`src/hsv2grb_pkg.sv`:
```
`timescale 1ns / 1ps
`default_nettype none
// ----------------------------------------------------------------------------
// HSV to GRB pixel package
// Word types, channel source codes and fixed-point constants shared by the
// colour conversion pipeline.
// ----------------------------------------------------------------------------
package hsv2grb_pkg;

    // Hue in 1/64 degree: a full turn and one sextant.
    localparam logic [14:0] HUE_FULL    = 15'd23040;
    localparam logic [14:0] SECTOR_LEN  = 15'd3840;
    localparam logic [14:0] SECTOR_PAIR = 15'd7680;
    localparam logic [14:0] SECTOR_HALF = 15'd15360;
    localparam logic [14:0] SECTOR_3    = 15'd11520;
    localparam logic [14:0] SECTOR_5    = 15'd19200;

    // Reciprocal of 15 in 16 fractional bits, used with a +1 bias.
    localparam logic [12:0] RECIP_15 = 13'd4369;

    typedef struct packed {
        logic signed [16:0] hue;
        logic [8:0]         saturation;
        logic [8:0]         brightness;
    } t_hsv_word;

    typedef struct packed {
        logic [7:0] green_level;
        logic [7:0] red_level;
        logic [7:0] blue_level;
    } t_grb_word;

    // What a channel receives on top of the offset m.
    typedef enum logic [1:0] {
        PART_ZERO   = 2'd0,
        PART_CHROMA = 2'd1,
        PART_SECOND = 2'd2
    } t_part_sel;

endpackage
`default_nettype wire

```
`src/hsv_to_grb_pixel_top.sv`:
```
`timescale 1ns / 1ps
`default_nettype none
// A word accepted at the input passes through the stage 1 to stage 7 registers in
// order and is presented on the output port from the stage 7 register.
// Throughput: one word per cycle while the output is not stalled; each of the
// seven register stages holds one word and moves on as soon as the stage after
// it is free. Reset: synchronous, active low; it clears the stage valid bits only.
// The block keeps no colour state between words.
// ----------------------------------------------------------------------------
// HSV to GRB pixel converter
// Wraps the hue, forms chroma, secondary and offset terms in exact fixed
// point, and scales each channel to a saturated 8-bit level.
// ----------------------------------------------------------------------------
module hsv_to_grb_pixel_top (
    input  wire                     i_clk,
    input  wire                     i_rst_n,
    input  wire                     i_in_valid,
    output logic                    o_in_ready,
    input  wire hsv2grb_pkg::t_hsv_word i_in_data,
    output logic                    o_out_valid,
    input  wire                     i_out_ready,
    output hsv2grb_pkg::t_grb_word  o_out_data
);

    localparam int NSTAGE = 7;

    logic [NSTAGE:1]   r_vld;
    logic [NSTAGE+1:1] stage_en;

    // Stage 1: hue wrap, products v*s and v*(256-s).
    logic [14:0]        r1_hue;
    logic [17:0]        r1_vs;
    logic signed [18:0] r1_a;
    // Stage 2: sextant and position within the sextant pair.
    logic [2:0]         r2_sector;
    logic [12:0]        r2_p;
    logic [17:0]        r2_vs;
    logic signed [18:0] r2_a;
    // Stage 3: per-channel multiplier of v*s and the offset term.
    logic [11:0]        r3_k [3];
    logic [17:0]        r3_vs;
    logic signed [30:0] r3_ma;
    // Stage 4: part products.
    logic [29:0]        r4_prod [3];
    logic signed [30:0] r4_ma;
    // Stage 5: channel numerators.
    logic signed [31:0] r5_num [3];
    // Stage 6: scaled numerators divided by 2^24.
    logic [11:0]        r6_t [3];
    logic [2:0]         r6_sat;
    // Stage 7: output word.
    hsv2grb_pkg::t_grb_word r7_out;

    logic signed [17:0] h_ext;
    logic signed [17:0] h_wrap;
    logic [14:0]        hue_c;
    logic [17:0]        vs_c;
    logic signed [9:0]  s_comp;
    logic signed [19:0] a_full;

    logic [2:0]         sector_c;
    logic [14:0]        base_c;

    logic [12:0]        kx_c;
    logic signed [30:0] a_ext;
    hsv2grb_pkg::t_part_sel sel_c [3];

    logic [29:0]        prod_c [3];
    logic signed [31:0] num_c [3];
    logic signed [39:0] n_ext [3];
    logic signed [39:0] n255_c [3];
    logic [14:0]        t15_c [3];
    logic [11:0]        t_c [3];
    logic [2:0]         sat_c;
    logic [12:0]        t1_c [3];
    logic [25:0]        q_prod [3];
    logic [7:0]         lvl_c [3];

    // Each stage moves when it is empty or the next stage moves.
    always_comb begin
        stage_en[NSTAGE+1] = i_out_ready;
        for (int k = NSTAGE; k >= 1; k--) begin
            stage_en[k] = !r_vld[k] || stage_en[k+1];
        end
    end

    assign o_in_ready  = stage_en[1];
    assign o_out_valid = r_vld[NSTAGE];
    assign o_out_data  = r7_out;

    always_ff @(posedge i_clk) begin
        if (!i_rst_n) begin
            r_vld <= '0;
        end else begin
            if (stage_en[1]) begin
                r_vld[1] <= i_in_valid;
            end
            for (int k = 2; k <= NSTAGE; k++) begin
                if (stage_en[k]) begin
                    r_vld[k] <= r_vld[k-1];
                end
            end
        end
    end

    // ---------------- stage 1 ----------------
    always_comb begin
        h_ext = {i_in_data.hue[16], i_in_data.hue};
        if (h_ext < 18'sd0) begin
            h_wrap = h_ext + 18'sd23040;
        end else if (h_ext > 18'sd23040) begin
            h_wrap = h_ext - 18'sd23040;
        end else begin
            h_wrap = h_ext;
        end
        if (h_wrap < 18'sd0) begin
            hue_c = '0;
        end else if (h_wrap > 18'sd23040) begin
            hue_c = hsv2grb_pkg::HUE_FULL;
        end else begin
            hue_c = h_wrap[14:0];
        end
        vs_c   = {9'd0, i_in_data.saturation} * {9'd0, i_in_data.brightness};
        s_comp = 10'sd256 - $signed({1'b0, i_in_data.saturation});
        a_full = $signed({1'b0, i_in_data.brightness}) * s_comp;
    end

    always_ff @(posedge i_clk) begin
        if (stage_en[1]) begin
            r1_hue <= hue_c;
            r1_vs  <= vs_c;
            r1_a   <= a_full[18:0];
        end
    end

    // ---------------- stage 2 ----------------
    always_comb begin
        priority if (r1_hue < hsv2grb_pkg::SECTOR_LEN) begin
            sector_c = 3'd0;
        end else if (r1_hue < hsv2grb_pkg::SECTOR_PAIR) begin
            sector_c = 3'd1;
        end else if (r1_hue < hsv2grb_pkg::SECTOR_3) begin
            sector_c = 3'd2;
        end else if (r1_hue < hsv2grb_pkg::SECTOR_HALF) begin
            sector_c = 3'd3;
        end else if (r1_hue < hsv2grb_pkg::SECTOR_5) begin
            sector_c = 3'd4;
        end else if (r1_hue < hsv2grb_pkg::HUE_FULL) begin
            sector_c = 3'd5;
        end else begin
            sector_c = 3'd6;
        end
        unique case (sector_c[2:1])
            2'd0:    base_c = '0;
            2'd1:    base_c = hsv2grb_pkg::SECTOR_PAIR;
            2'd2:    base_c = hsv2grb_pkg::SECTOR_HALF;
            default: base_c = hsv2grb_pkg::HUE_FULL;
        endcase
    end

    always_ff @(posedge i_clk) begin
        if (stage_en[2]) begin
            r2_sector <= sector_c;
            r2_p      <= 13'(r1_hue - base_c);
            r2_vs     <= r1_vs;
            r2_a      <= r1_a;
        end
    end

    // ---------------- stage 3 ----------------
    // Secondary weight 3840 - |p - 3840|, folded into one subtract.
    always_comb begin
        if (r2_p >= 13'(hsv2grb_pkg::SECTOR_LEN)) begin
            kx_c = 13'(hsv2grb_pkg::SECTOR_PAIR) - r2_p;
        end else begin
            kx_c = r2_p;
        end
        a_ext = {{12{r2_a[18]}}, r2_a};
        unique case (r2_sector)
            3'd0: begin
                sel_c[0] = hsv2grb_pkg::PART_SECOND;
                sel_c[1] = hsv2grb_pkg::PART_CHROMA;
                sel_c[2] = hsv2grb_pkg::PART_ZERO;
            end
            3'd1: begin
                sel_c[0] = hsv2grb_pkg::PART_CHROMA;
                sel_c[1] = hsv2grb_pkg::PART_SECOND;
                sel_c[2] = hsv2grb_pkg::PART_ZERO;
            end
            3'd2: begin
                sel_c[0] = hsv2grb_pkg::PART_CHROMA;
                sel_c[1] = hsv2grb_pkg::PART_ZERO;
                sel_c[2] = hsv2grb_pkg::PART_SECOND;
            end
            3'd3: begin
                sel_c[0] = hsv2grb_pkg::PART_SECOND;
                sel_c[1] = hsv2grb_pkg::PART_ZERO;
                sel_c[2] = hsv2grb_pkg::PART_CHROMA;
            end
            3'd4: begin
                sel_c[0] = hsv2grb_pkg::PART_ZERO;
                sel_c[1] = hsv2grb_pkg::PART_SECOND;
                sel_c[2] = hsv2grb_pkg::PART_CHROMA;
            end
            default: begin
                // Last sextant, including a hue of exactly a full turn.
                sel_c[0] = hsv2grb_pkg::PART_ZERO;
                sel_c[1] = hsv2grb_pkg::PART_CHROMA;
                sel_c[2] = hsv2grb_pkg::PART_SECOND;
            end
        endcase
    end

    always_ff @(posedge i_clk) begin
        if (stage_en[3]) begin
            for (int c = 0; c < 3; c++) begin
                unique case (sel_c[c])
                    hsv2grb_pkg::PART_CHROMA: r3_k[c] <= hsv2grb_pkg::SECTOR_LEN[11:0];
                    hsv2grb_pkg::PART_SECOND: r3_k[c] <= kx_c[11:0];
                    default:                  r3_k[c] <= '0;
                endcase
            end
            r3_vs <= r2_vs;
            r3_ma <= (a_ext <<< 12) - (a_ext <<< 8);
        end
    end

    // ---------------- stage 4 ----------------
    always_comb begin
        for (int c = 0; c < 3; c++) begin
            prod_c[c] = {12'd0, r3_vs} * {18'd0, r3_k[c]};
        end
    end

    always_ff @(posedge i_clk) begin
        if (stage_en[4]) begin
            for (int c = 0; c < 3; c++) begin
                r4_prod[c] <= prod_c[c];
            end
            r4_ma <= r3_ma;
        end
    end

    // ---------------- stage 5 ----------------
    always_comb begin
        for (int c = 0; c < 3; c++) begin
            num_c[c] = {r4_ma[30], r4_ma} + $signed({2'b00, r4_prod[c]});
        end
    end

    always_ff @(posedge i_clk) begin
        if (stage_en[5]) begin
            for (int c = 0; c < 3; c++) begin
                r5_num[c] <= num_c[c];
            end
        end
    end

    // ---------------- stage 6 ----------------
    // Scale by 255 and drop the 2^24 part of the 15 * 2^24 denominator.
    always_comb begin
        for (int c = 0; c < 3; c++) begin
            n_ext[c]  = {{8{r5_num[c][31]}}, r5_num[c]};
            n255_c[c] = (n_ext[c] <<< 8) - n_ext[c];
            t15_c[c]  = n255_c[c][38:24];
            if (r5_num[c][31] || (r5_num[c] == 32'sd0)) begin
                t_c[c]   = '0;
                sat_c[c] = 1'b0;
            end else if (t15_c[c] >= hsv2grb_pkg::SECTOR_LEN) begin
                t_c[c]   = '0;
                sat_c[c] = 1'b1;
            end else begin
                t_c[c]   = t15_c[c][11:0];
                sat_c[c] = 1'b0;
            end
        end
    end

    always_ff @(posedge i_clk) begin
        if (stage_en[6]) begin
            for (int c = 0; c < 3; c++) begin
                r6_t[c] <= t_c[c];
            end
            r6_sat <= sat_c;
        end
    end

    // ---------------- stage 7 ----------------
    // Division by 15 as (t + 1) * 4369 / 2^16, exact for t below 3840.
    always_comb begin
        for (int c = 0; c < 3; c++) begin
            t1_c[c]   = {1'b0, r6_t[c]} + 13'd1;
            q_prod[c] = {13'd0, t1_c[c]} * {13'd0, hsv2grb_pkg::RECIP_15};
            lvl_c[c]  = r6_sat[c] ? 8'd255 : q_prod[c][23:16];
        end
    end

    always_ff @(posedge i_clk) begin
        if (stage_en[7]) begin
            r7_out.green_level <= lvl_c[0];
            r7_out.red_level   <= lvl_c[1];
            r7_out.blue_level  <= lvl_c[2];
        end
    end

    // ---------------- checks ----------------
    a_full_stall : assert property (@(posedge i_clk) disable iff (!i_rst_n)
        ((&r_vld) && !i_out_ready) |-> !o_in_ready)
        else $error("input accepted while every stage is full and stalled");

    a_weight_range : assert property (@(posedge i_clk) disable iff (!i_rst_n)
        r_vld[3] |-> ((r3_k[0] <= hsv2grb_pkg::SECTOR_LEN[11:0])
                   && (r3_k[1] <= hsv2grb_pkg::SECTOR_LEN[11:0])
                   && (r3_k[2] <= hsv2grb_pkg::SECTOR_LEN[11:0])))
        else $error("channel weight beyond one sextant");

    a_sat_level : assert property (@(posedge i_clk) disable iff (!i_rst_n)
        (r_vld[6] && stage_en[7] && r6_sat[0]) |=> (o_out_data.green_level == 8'd255))
        else $error("saturated green channel not at full level");

    a_neg_zero : assert property (@(posedge i_clk) disable iff (!i_rst_n)
        (r_vld[5] && stage_en[6] && (r5_num[1] <= 32'sd0))
        |=> ((r6_t[1] == 12'd0) && !r6_sat[1]))
        else $error("non-positive red sum did not clear to zero");

endmodule
`default_nettype wire
```
`config.mk`:
```
export PLATFORM = sky130hd
export DESIGN_NAME = hsv_to_grb_pixel_top
export DESIGN_NICKNAME = d
export VERILOG_FILES = /design/src/hsv2grb_pkg.sv /design/src/hsv_to_grb_pixel_top.sv
export SDC_FILE = /design/constraint.sdc
export NUM_CORES = 2
export LEC_CHECK = 0
export ABC_AREA = 0
export BUFFER_PORTS_ARGS = -buffer_cell sky130_fd_sc_hd__buf_2
export CAP_MARGIN = 20
export CELL_PAD_IN_SITES_DETAIL_PLACEMENT = 1
export CELL_PAD_IN_SITES_GLOBAL_PLACEMENT = 1
export CORE_ASPECT_RATIO = 0.5
export CORE_UTILIZATION = 50
export DETAILED_ROUTE_END_ITERATION = 12
export PLACE_DENSITY_LB_ADDON = 0.2
export SYNTH_ARGS = -nofsm -noshare
export SYNTH_HDL_FRONTEND = slang
export SYNTH_SLANG_ARGS = --single-unit
```
`constraint.sdc`:
```
create_clock -name i_clk -period 15.3 [get_ports i_clk]
set_input_delay 3.06 -clock i_clk [delete_from_list [all_inputs] [get_ports i_clk]]
set_output_delay 3.06 -clock i_clk [all_outputs]
set_load 0.005 [all_outputs]
```
### Word-level counts from Yosys, hierarchy flattened

Memories as Yosys holds them, arrays and structs flattened.
Index checks and enable logic that the tools add are counted.

* bits in registers: 219
* bits in writable memories: 258
* input bits: 39
* output and inout bits: 26
* word-level logic and storage cells: 170
* memories kept: 4

* $add $sub $neg: 15
* $mul: 8
* $lt $le $gt $ge: 14
* equality and inequality tests: 12
* muxes and demuxes: 60
* bitwise operators: 6
* reduce and logical (&&, ||, !) cells: 26

Memory list
* r5_num: depth 3, width 32, read ports 3, clocked after Yosys merged registers in 0, write ports 3, line hsv_to_grb_pixel_top.sv:47 `logic signed [31:0] r5_num [3];`
* r4_prod: depth 3, width 30, read ports 3, clocked after Yosys merged registers in 0, write ports 3, line hsv_to_grb_pixel_top.sv:44 `logic [29:0] r4_prod [3];`
* r3_k: depth 3, width 12, read ports 3, clocked after Yosys merged registers in 0, write ports 3, line hsv_to_grb_pixel_top.sv:40 `logic [11:0] r3_k [3];`
* r6_t: depth 3, width 12, read ports 3, clocked after Yosys merged registers in 0, write ports 3, line hsv_to_grb_pixel_top.sv:49 `logic [11:0] r6_t [3];`

Operators by type and width (number)
* 12-bit 2-to-1 mux: 13
* 39-bit by 32-bit subtractor with 39-bit output: 3
* 31-bit by 31-bit adder with 32-bit output: 3
* 32-bit zero test: 3
* 18-bit by 12-bit multiplier with 30-bit output: 3
* 13-bit by 13-bit multiplier with 24-bit output (second input constant): 3
* 15-bit by 12-bit >= comparator with 1-bit output (second input constant): 3
* 12-bit by 1-bit adder with 13-bit output (second input constant): 3
* 13-bit case mux with 3 select lines: 1
* 1-bit 2-to-1 mux: 36
* 18-bit 2-to-1 mux: 2
* 31-bit by 27-bit subtractor with 31-bit output: 1
* 15-bit by 14-bit less-than comparator with 1-bit output (second input constant): 2
* 15-bit less-than comparator (second input constant): 2
* 6-bit case mux with 5 select lines: 1
* 10-bit by 10-bit multiplier with 19-bit output: 1
* 17-bit by 16-bit adder with 18-bit output (second input constant): 1
* 18-bit by 16-bit greater-than comparator with 1-bit output (second input constant): 1
* 18-bit by 1-bit less-than comparator with 1-bit output (second input constant): 1
* 9-bit by 9-bit multiplier with 18-bit output: 1
* 17-bit by 16-bit subtractor with 18-bit output (second input constant): 1
* 17-bit by 16-bit greater-than comparator with 1-bit output (second input constant): 1
* 17-bit by 1-bit less-than comparator with 1-bit output (second input constant): 1
* 15-bit by 12-bit less-than comparator with 1-bit output (second input constant): 1
* 19 further kinds: 53

### Depth between registers and ports, before layout

* depth after elaboration: 10
* gate-level depth with buffers: 26
* depth with buffers taken out: 25

### Worst setup path before layout

No wires, ideal clock.

* path type: input port to flip-flop
* start point: input port i_in_data[14] (netlist bit)
* end point: register r1_a[17] (data pin)
* library setup time: 258 ps
* arrival: 8271 ps
* required time: 15042 ps
* path slack: 6772 ps
* stages on the path: 21
* path buffers: 1
* cell sequence: or4_1 > or4_1 > o21ai_0 > clkbuf_1 > or2_2 > fa_1 > fa_1 > inv_1 > fa_1 > fa_1 > inv_1 > fa_1 > inv_1 > ha_1 > inv_1 > o21bai_1 > nand4_1 > a31oi_1 > a21o_1 > a21oi_1 > xnor2_1

* cells in the longest elaborated chain, start to end: 2

RTL lines
* from (decl): line hsv_to_grb_pixel_top.sv:19 `input wire hsv2grb_pkg::t_hsv_word i_in_data,`
* 9-bit by 9-bit subtractor with 10-bit output: line hsv_to_grb_pixel_top.sv:124 `s_comp = 10'sd256 - $signed({1'b0, i_in_data.saturation});`
* 10-bit by 10-bit multiplier with 19-bit output: line hsv_to_grb_pixel_top.sv:125 `a_full = $signed({1'b0, i_in_data.brightness}) * s_comp;`
* via a_full[17]: line hsv_to_grb_pixel_top.sv:59 `logic signed [19:0] a_full;`
* to (signal assigned): line hsv_to_grb_pixel_top.sv:132 `r1_a <= a_full[18:0];`
* to (decl): line hsv_to_grb_pixel_top.sv:33 `logic signed [18:0] r1_a;`

The timed path passes the listed nets, and every way through them passes these cells.
A chain may end at the register's enable or synchronous reset.

### Worst setup path after layout

Same ends and word-level chain as after synthesis.

==> results.md <==
* Die Span X at between 400 and 500 um
* Post-CTS sizing at 0
* # placed instances at 6727
* Die area at between 0.1 and 0.15 sq mm
* Critical Path End Type: flip-flop
* Register area share after synthesis at 0.258
* Synth Flop Type: edfxtp_1
* Slew Viols, Final at 0
* CP most frequent cell: fa_1
* Routed vias at 38126
* 1st-iter DRT viols at 2031
* Area leader, netlist: edfxtp_1
* Post-route cell area at 0.0564 sq mm
* Ant. Diodes at 0
* First-pass GRT wire length at 223000 um
* Clk sinks at 458
* Worst-path maximum fanout at 11
* Largest net degree at the start of global routing at 97
* Clock Latency Late Sink at ~670 ps
* CTS Hold Bufs at 0
* GRT Total Usage at 0.262
* Detailed Routing Iterations Pass 1 at 5
* Fill cells at 11681
* Family with the most delay on the worst path: adder cells
* Setup TNS at 0 ps
* H-tree depth at 2
* CP cell instances: buf_2 -> or4_1 -> or4_1 -> xor2_1 -> nand2_1 -> fa_1 -> fa_1 -> inv_1 -> fa_1 -> fa_1 -> inv_1 -> fa_1 -> inv_1 -> ha_1 -> inv_1 -> o21bai_1 -> nand4_1 -> a31oi_1 -> a21o_1 -> a21oi_1 -> xnor2_1
* Minimum clock period at 8500 ps
* Overflow after GRT at 0
* Top-area cell type share of the netlist area at 0.256
* Routed WL per cell at just over 20 um
* Root Driver: clkbuf_16
* Worst rel slew slack at 0.249
* Critical Path RT at ~16000 ps
* Critical Path AT at 8880 ps
* Skew final at 53.5 ps
* # IOs at 65
* Post-DP Area at 0.0547 sq mm
* Pre-CTS setup slack at 6150 ps
* Vias in the first global route at approximately 42000
* Post-CTS setup buffers at 0
* Row Count at 83
* Slowest cell on crit path: or4_1
* Max cap viols at 0
* Number of port buffers at 64
* Die Ht at 232 um
* Total wire length at ~140000 um
* Final period util at 0.556
* Mapped Cells at 5395
* Synthesized area at 0.0530 sq mm
* Critical path's largest stage delay at ~550 ps
* Final setup viols at 0
* Final nets at between 6000 and 7000
* GPL Wtd Cong at 0.888
* Initial antenna violation count at 5
* Clock tree from TritonCTS: done
* Worst Slack Setup Final at 6800 ps
* Vias per cell at 5.59
* Final ANT Viol Nets at 0
* Min-Delay Path Class: reg -> reg
* Unrepaired setup endpoints after global routing: false
* DR DRC count at 0
* Share of cells above drive strength 1 at 0.0419
* Top post-synthesis cells by area: edfxtp_1, fa_1, ha_1
* Core area at 0.104 sq mm
* CP Buf/Inv Count at 5
* Initial core utilization at 0.510
* Syn nets at 6695
* Post-synth EDFFs at 451
* Distinct cells, synth at between 80 and 90
* Ys async rst share at 0
* Dpl hpwl at 108000 um
* Clock Path Buffers at 3
* Syn Area/Cell at roughly 9.8 sq um
* Slew @ Worst Pin at 1130 ps
* CP Launch Type: input pin
* Flip-flop and latch count after synthesis at roughly 460
* Final Hold Vio Count at 0
* Fin cells at 6817
* Run status: complete, no violations
* Yosys warning count at 0
* Clock transition at path regs at around 80 ps
* Fmax at about 0.12 GHz
* Layout area overhead at 6.48%
* CP Class: in -> reg
* CTS Buf Count at 48
kinds of logic (layout without fill, tap and decap cells):
group / Yosys count / in the layout / synth area share
and+or+nand+nor: 1539 / 1539 / 0.140
muxes: 5 / 5 / 0.000968
AOI/OAI and AO/OA: 724 / 724 / 0.0894
buffers and inverters: 1114 / 1134 / 0.0791
xor gates and xnor gates: 294 / 294 / 0.0487
adders and majority gates: 1261 / 1261 / 0.384
DFF: 458 / 458 / 0.258
registers in the layout (all words and copies together) (netlist names):
name and count:
r3_vs 18, r3_k 36, r3_ma 22, r1_a 18
o_out_data 24, r5_num 96, r2_vs 18, r4_ma 23
r_vld 7, r6_t 36, r2_sector 3, r6_sat 3
r1_hue 15, r2_p 13, r4_prod 90, r2_a 18
r1_vs 18
worst paths after layout:
kind                            cells past startpoint                        to  slack, ps                     start
worst max-delay path                               21        r1_a[17]$_DFFE_PP_       6800             i_in_data[14]
worst min-delay path                                0       r4_ma[29]$_DFFE_PP_        410       r3_ma[29]$_DFFE_PN_
worst max register to register                     19  r4_prod[0][59]$_DFFE_PP_       8280  r3_k[1][8]$_SDFFCE_PP0P_
worst min register to register                      0       r4_ma[29]$_DFFE_PP_        410       r3_ma[29]$_DFFE_PN_
metal layers:
| metal | vias to the layer above | track usage | routed length (um) | part of all wire |
|---|---|---|---|---|
| met5 | - | 0 | 13 | 0.000094 |
| met4 | 2 | 0.0722 | 3680 | 0.027 |
| met3 | 220 | 0.0368 | 7380 | 0.054 |
| met2 | 892 | 0.441 | 64100 | 0.47 |
| met1 | 19407 | 0.354 | 62700 | 0.45 |
| li1 | 17605 | - | - | - |
stage by stage:
stage / hold slack, ps / utilization
3_3_place_gp: 401 / 0.527
6_report: 413 / 0.543
2_1_floorplan: 400 / -
4_1_cts: 416 / 0.543
3_5_place_dp: 406 / 0.527
5_1_grt: 408 / 0.543
placed cells by master, fill, tap and decap left out, drive strengths merged, types with 61 or more instances in the layout:
cell type,netlist,layout
inv,947,954
nand2,699,699
ha,654,654
fa,607,607
edfxtp,451,451
and2,273,273
a21oi,223,223
xnor2,217,217
nor2,192,192
o21ai,136,136
a21o,118,118
buf,5,98
xor2,77,77
nand3,61,61
cell usage after synthesis, types with 6 or more instances:
master,number
nor4_1,30
and2_1,273
inv_1,947
xnor2_1,216
o21a_1,37
ha_1,654
xor2_1,77
nand4_1,30
edfxtp_1,451
a21boi_0,13
a211o_1,7
fa_1,607
nor3_1,53
a211oi_1,14
a221o_1,6
o21ai_0,134
a31o_2,7
clkbuf_1,161
nor4b_1,9
and3_1,37
a21oi_1,223
or3_1,17
o2111ai_1,7
or2_2,13
o21bai_1,27
o211ai_1,18
o31ai_1,9
a21o_1,117
nor2b_1,43
a41oi_1,12
dfxtp_1,7
nand2b_1,50
nor2_1,191
nand2_1,699
nand3_1,61
o31a_1,7
a31oi_1,21
area by class of cell:
cell class	instances	area [sq um]	share of cell area
multi-input combinational	3823	35100	0.623
sequential	458	13700	0.243
inverter	948	3560	0.0631
tap	1402	1750	0.0311
clock buffer	53	1220	0.0216
timing repair buffer	98	608	0.0108
clock inverter	35	468	0.00829
Power is not shown: default switching activity piles up to over one toggle a cycle in this logic, so the estimate is an artifact.
